### src/hw/rtl/lif_neuron_update_assert.svh
// ----------------------------------------------------------------------------
// lif_neuron_update_assert.svh
// Assertion macros for the LIF neuron bank. The checks compile away when
// SYNTHESIS is defined.
// ----------------------------------------------------------------------------
`ifndef LIF_NEURON_UPDATE_ASSERT_SVH
`define LIF_NEURON_UPDATE_ASSERT_SVH

`ifndef SYNTHESIS

// Clocked check, switched off while reset is high
`define LIF_ASSERT(label, clk, rst, prop, msg) \
   label: assert property (@(posedge clk) disable iff (rst) prop) else $error(msg);

// Clocked check that also holds during reset
`define LIF_ASSERT_ALWAYS(label, clk, prop, msg) \
   label: assert property (@(posedge clk) prop) else $error(msg);

`else

`define LIF_ASSERT(label, clk, rst, prop, msg)
`define LIF_ASSERT_ALWAYS(label, clk, prop, msg)

`endif

`endif

### src/hw/rtl/lif_pkg.sv
// ----------------------------------------------------------------------------
// lif_pkg
// Shared types and constants of the LIF neuron bank: beat payloads, the
// per-neuron state row, the register file and the controller commands.
// ----------------------------------------------------------------------------
package lif_pkg;

   localparam int DATA_W        = 32;
   localparam int CSR_INDEX_W   = 3;
   localparam int INDEX_W       = 8;
   localparam int INPUT_W       = 31;
   localparam int REF_COUNT_W   = 17;
   localparam int REF_LENGTH_W  = 15;
   // reversal difference and product scaling
   localparam int DIFF_SHIFT    = 7;
   localparam int PRODUCT_SHIFT = 10;
   localparam int DIFF_W        = DATA_W - DIFF_SHIFT;
   localparam int PROD_W        = DATA_W + DIFF_W;

   // register map
   typedef enum logic [CSR_INDEX_W-1:0] {
      CSR_REST_POTENTIAL      = 3'd0,
      CSR_EXCITATORY_REVERSAL = 3'd1,
      CSR_INHIBITORY_REVERSAL = 3'd2,
      CSR_INHIBITORY_CEILING  = 3'd3,
      CSR_THRESHOLD_INCREMENT = 3'd4,
      CSR_THRESHOLD_START     = 3'd5,
      CSR_REFRACTORY_LENGTH   = 3'd6
   } csr_index_type;

   typedef enum logic {
      OP_STEP = 1'b0,
      OP_INIT = 1'b1
   } op_type;

   typedef struct packed {
      op_type                   op;
      logic [INDEX_W-1:0]       neuron_index;
      logic [INPUT_W-1:0]       excitatory_input;
      logic [INPUT_W-1:0]       inhibitory_input;
      logic                     resting_phase;
   } req_payload_type;

   typedef struct packed {
      logic                     spike;
      logic signed [DATA_W-1:0] membrane;
      logic signed [DATA_W-1:0] threshold;
   } rsp_payload_type;

   // one row of the state memory
   typedef struct packed {
      logic signed [DATA_W-1:0] membrane;
      logic signed [DATA_W-1:0] threshold;
      logic signed [DATA_W-1:0] g_exc;
      logic signed [DATA_W-1:0] g_inh;
      logic [REF_COUNT_W-1:0]   ref_count;
      logic                     ref_flag;
   } neuron_state_type;

   typedef struct packed {
      logic signed [DATA_W-1:0] rest_potential;
      logic signed [DATA_W-1:0] excitatory_reversal;
      logic signed [DATA_W-1:0] inhibitory_reversal;
      logic [INPUT_W-1:0]       inhibitory_ceiling;
      logic [INPUT_W-1:0]       threshold_increment;
      logic signed [DATA_W-1:0] threshold_start;
      logic [REF_LENGTH_W-1:0]  refractory_length;
   } csr_type;

   // controller to datapath
   typedef struct packed {
      logic load;      // input beat accepted, read the neuron row
      logic commit;    // write back the row and load the result register
      logic clear_en;  // clearing pass writes a zero row
   } lif_cmd_type;

endpackage

### src/hw/rtl/lif_ctrl.sv
// ----------------------------------------------------------------------------
// lif_ctrl
// Sequencer of the LIF neuron bank: clearing pass after reset, then one
// item at a time through decay, multiply, sum and write-back steps.
// ----------------------------------------------------------------------------
`include "lif_neuron_update_assert.svh"

module lif_ctrl #(
   parameter int NUM_NEURONS = 256,
   parameter int IDX_W       = 8
) (
   input  logic                clock,
   input  logic                reset,
   input  logic                req_valid,
   output logic                req_ready,
   output logic                rsp_valid,
   input  logic                rsp_ready,
   output lif_pkg::lif_cmd_type cmd,
   output logic [IDX_W-1:0]    clear_addr
);
   import lif_pkg::*;

   typedef enum logic [2:0] {
      ST_CLEAR,
      ST_IDLE,
      ST_DECAY,
      ST_MULT,
      ST_SUM,
      ST_WRITE
   } state_type;

   localparam logic [IDX_W-1:0] LAST_ADDR = IDX_W'(NUM_NEURONS - 1);

   state_type        state_ff, state_in;
   logic [IDX_W-1:0] clear_addr_ff, clear_addr_in;
   logic             rsp_valid_ff, rsp_valid_in;
   logic             accept;
   logic             commit;

   // handshakes
   assign req_ready = (state_ff == ST_IDLE);
   assign accept    = req_valid && req_ready;
   assign commit    = (state_ff == ST_WRITE) && (!rsp_valid_ff || rsp_ready);

   // next state
   always_comb begin
      state_in      = state_ff;
      clear_addr_in = clear_addr_ff;
      rsp_valid_in  = rsp_valid_ff;
      if (rsp_ready) begin
         rsp_valid_in = 1'b0;
      end
      if (commit) begin
         rsp_valid_in = 1'b1;
      end
      unique case (state_ff)
         ST_CLEAR: begin
            if (clear_addr_ff == LAST_ADDR) begin
               state_in = ST_IDLE;
            end else begin
               clear_addr_in = clear_addr_ff + 1'b1;
            end
         end
         ST_IDLE: begin
            if (accept) begin
               state_in = ST_DECAY;
            end
         end
         ST_DECAY: state_in = ST_MULT;
         ST_MULT:  state_in = ST_SUM;
         ST_SUM:   state_in = ST_WRITE;
         ST_WRITE: begin
            if (commit) begin
               state_in = ST_IDLE;
            end
         end
         default:  state_in = ST_CLEAR;
      endcase
   end

   // state and registered outputs
   always_ff @(posedge clock) begin
      if (reset) begin
         state_ff      <= ST_CLEAR;
         clear_addr_ff <= '0;
         rsp_valid_ff  <= 1'b0;
      end else begin
         state_ff      <= state_in;
         clear_addr_ff <= clear_addr_in;
         rsp_valid_ff  <= rsp_valid_in;
      end
   end

   // commands to the datapath
   assign cmd.load     = accept;
   assign cmd.commit   = commit;
   assign cmd.clear_en = (state_ff == ST_CLEAR);
   assign clear_addr   = clear_addr_ff;
   assign rsp_valid    = rsp_valid_ff;

   // checks
   `LIF_ASSERT(a_commit_presents, clock, reset, commit |=> rsp_valid_ff, "commit lost its result beat")
   `LIF_ASSERT(a_accept_starts, clock, reset, accept |=> (state_ff == ST_DECAY), "accepted item not started")
   `LIF_ASSERT(a_write_stall_holds, clock, reset, ((state_ff == ST_WRITE) && !commit) |=> (state_ff == ST_WRITE), "stalled item dropped")
   `LIF_ASSERT(a_clear_runs_full, clock, reset, ((state_ff == ST_CLEAR) && (clear_addr_ff != LAST_ADDR)) |=> (state_ff == ST_CLEAR), "clearing pass cut short")
   `LIF_ASSERT_ALWAYS(a_no_accept_in_clear, clock, (state_ff == ST_CLEAR) |-> !req_ready, "input taken during clearing pass")

endmodule

### config.mk
export PLATFORM = sky130hd
export DESIGN_NAME = lif_ctrl
export DESIGN_NICKNAME = d
export VERILOG_FILES = /design/src/hw/rtl/lif_pkg.sv /design/src/hw/rtl/lif_ctrl.sv
export VERILOG_INCLUDE_DIRS = /design/src /design/src/hw/rtl
export SDC_FILE = /design/constraint.sdc
export NUM_CORES = 1
export LEC_CHECK = 0
export BUFFER_PORTS_ARGS = -buffer_cell sky130_fd_sc_hd__buf_2
export CAP_MARGIN = 20
export CORE_MARGIN = 4
export CORE_UTILIZATION = 50
export DETAILED_ROUTE_END_ITERATION = 12
export GPL_TIMING_DRIVEN = 0
export PLACE_DENSITY_LB_ADDON = 0.08
export SKIP_CTS_REPAIR_TIMING = 1
export SLEW_MARGIN = 20
export SYNTH_ARGS = -nofsm -noshare
export SYNTH_HDL_FRONTEND = slang
export SYNTH_SLANG_ARGS = --single-unit
### constraint.sdc
create_clock -name clock -period 2.03 [get_ports clock]
set_clock_uncertainty 0.15 [all_clocks]
set_input_delay 0.1015 -clock clock [delete_from_list [all_inputs] [get_ports clock]]
set_output_delay 0.1015 -clock clock [all_outputs]
set_load 0.01 [all_outputs]
==> results by group <==
STA
  – Max Freq: 574 MHz
  – Hold WS: 4.89 ps
  – Setup TNS: 0 ps
  – Final setup viols: 0
  – Tmin final: 1740 ps
  – Max-slew violation count: 0
  – Max transition margin: 66.7%
  – Final hold viol count: 0
  – Final period util: 85.8%
  – Tightest Pin Transition: 500 ps
  – RSZ-0062 raised after global routing: false

Synth
  – YS warnings: 0
  – Post-synth EDFFs: 0
  – Top FF cell, synth: dfxtp_1
  – Top-area cell type share of the netlist area: 35.3%
  – Asr flop ratio synth: 0%
  – Distinct cells, synth: 33
  – Most frequent cell after synthesis: dfxtp_1
  – Mapped Cells: 71
  – Leading area contributor after synthesis: dfxtp_1
  – Register bit total from synthesis: 12
  – Mapped Nets: 76
  – Synthesized cell area: 681 µm²
  – Most frequent cells after synthesis: dfxtp_1 (12), nor2b_1 (5), a21oi_1 (4), and3_1 (4), inv_1 (4)
  – Syn avg cell area: 9.59 µm²
  – Top cells by area, synth: dfxtp_1 (35%), nor2b_1 (4.6%), a311oi_2 (4.4%)
  – Register area share after synthesis: 35.3%

Floorplan
  – Starting density of the core: 53.0%
  – Row count: 13
  – DIE WIDTH: 44.9 µm
  – I/O pin total: 17
  – Die height: 44.9 µm
  – Core Area: 0.00128 mm²
  – Total die area: 0.00202 mm²

Drt
  – Drt pass-1 iters: 2
  – Final WL: 1.26 mm
  – DR iter-0 viols: 9
  – WL per Instance: 12.0 µm
  – Vias: 570
  – Post-route ant nets: 0
  – Vias per Instance: 5.43
  – DRC Markers: 0

Final layout
  – Layout filler cell count: 119
  – N_diodes: 0
  – Final Cell Area: 802 µm²
  – Syn-to-layout area delta: 17.8%
  – Final core utilization: 62.4%
  – Layout cells sized above 1: 34.4%
  – Nets@finish: 97

Clock tree
  – CTS clk-pin slew, worst paths: 70 ps
  – H-tree depth: 1
  – Clock sink count: 12
  – CTS tree: yes
  – Clk root buf: clkbuf_4
  – Num CTS Buffers: 3
  – Clock buffer depth: 2
  – Skew-Pair Late Insertion Delay: 260 ps

Worst hold path
  – Worst Hold Depth: 3
  – Hold Crit Class: primary input to flop

GRT
  – First-pass GRT wire length: 2.06 mm
  – GRT Total Usage: 13.9%
  – Largest net degree at the start of global routing: 11
  – Initial antenna violation count: 0
  – GRT Residual Overflow: 0
  – Vias in the first global route: 493

Worst setup path
  – Worst Setup End Kind: flop
  – Crit path launch type: flop
  – WP data arrival: 1750 ps
  – Critical path fanouts, max: 6
  – Critical path class: flop to flop
  – CP required: 2030 ps
  – Reg2Reg Depth: 4

Power
  – Tot Pwr: 425 µW
  – Max VDD drop: 0.294 mV
  – Pwr/cell area: 530 mW/mm²
  – Leakage: 0.355 nW

Placement
  – I/O Buffers: 16
  – GP Congestion: 0.793
  – DP Area: 779 µm²
  – Post-DP HPWL: 965 µm

Outcome
  – Status: completed

Flow run
  – MaxCap Viol Count: 0
routing by layer:
metal	track usage, %	vias to the layer above	part of all wire [%]	wire length (µm)
met5	0	-	0	0
met4	8.77	0	1.3	17
met3	3.59	2	6.3	79
met2	20.1	12	42	531
met1	18.2	257	50	634
li1	-	299	-	-
state kept, by name, summed over array words and instances (netlist names):
register / cells
state_ff: 3
rsp_valid: 1
clear_addr: 8
logic make-up (layout without fill, tap and decap cells):
| kind of cell | after synthesis | in the layout | share of synthesized area [%] |
|---|---|---|---|
| AOI/OAI and AO/OA | 17 | 17 | 24.3 |
| muxes | 3 | 3 | 5.33 |
| buffers and inverters | 8 | 27 | 6.25 |
| DFF | 12 | 12 | 35.3 |
| and+or+nand+nor | 30 | 30 | 27.0 |
| adders and majority gates | 1 | 1 | 1.84 |
layout make-up:
| type | instances | area [µm²] | share of cell area [%] |
|---|---|---|---|
| plain buffers | 3 | 18.8 | 2.34 |
| clock buffers | 3 | 22.5 | 2.81 |
| repair buffers | 16 | 80.1 | 9.98 |
| well taps | 15 | 18.8 | 2.34 |
| inverters | 5 | 23.8 | 2.96 |
| flip-flops and latches | 12 | 240 | 30.0 |
| multi-input cells | 51 | 398 | 49.6 |
worst max-delay path: stages, from the launching register on:
cell and delay, ps:
dfxtp_1 360, ha_1 280, and4_1 310, a211oi_2 210
mux2_1 330
through the flow:
step           std cells  setup slack [ps]
4_1_cts              105               271
3_5_place_dp         102               282
2_1_floorplan         71               357
5_1_grt              105               176
6_report             105               288
3_3_place_gp         102               294
power by group:
part           internal [mW]  switching (mW)  total (mW)  leakage [nW]
Clock                 0.0684          0.0722       0.141        0.0138
Combinational         0.0170          0.0179      0.0350         0.244
Sequential             0.241         0.00809       0.249        0.0973
path summary, 6_finish.rpt:
path,from,end,slack [ps]
worst max-delay path,clear_addr[0],clear_addr[3],290
worst min-delay path,req_valid,state_ff[1],5
worst max register to register,clear_addr[0],clear_addr[3],290
worst min register to register,clear_addr[1],clear_addr[1],380
placed cells by master, fill, tap and decap left out, drive strengths merged, types with 2 or more instances in the layout:
| master | netlist | final |
|---|---|---|
| and2 | 4 | 4 |
| and3 | 5 | 5 |
| a311oi | 2 | 2 |
| nand3 | 3 | 3 |
| a31oi | 3 | 3 |
| nor3 | 3 | 3 |
| clkbuf | 0 | 3 |
| dfxtp | 12 | 12 |
| mux2 | 2 | 2 |
| a21oi | 5 | 5 |
| nor2b | 5 | 5 |
| nor2 | 2 | 2 |
| a211oi | 3 | 3 |
| buf | 3 | 19 |
| nand2b | 3 | 3 |
| inv | 4 | 4 |
Note: power is estimated with default switching activity, not from simulation.
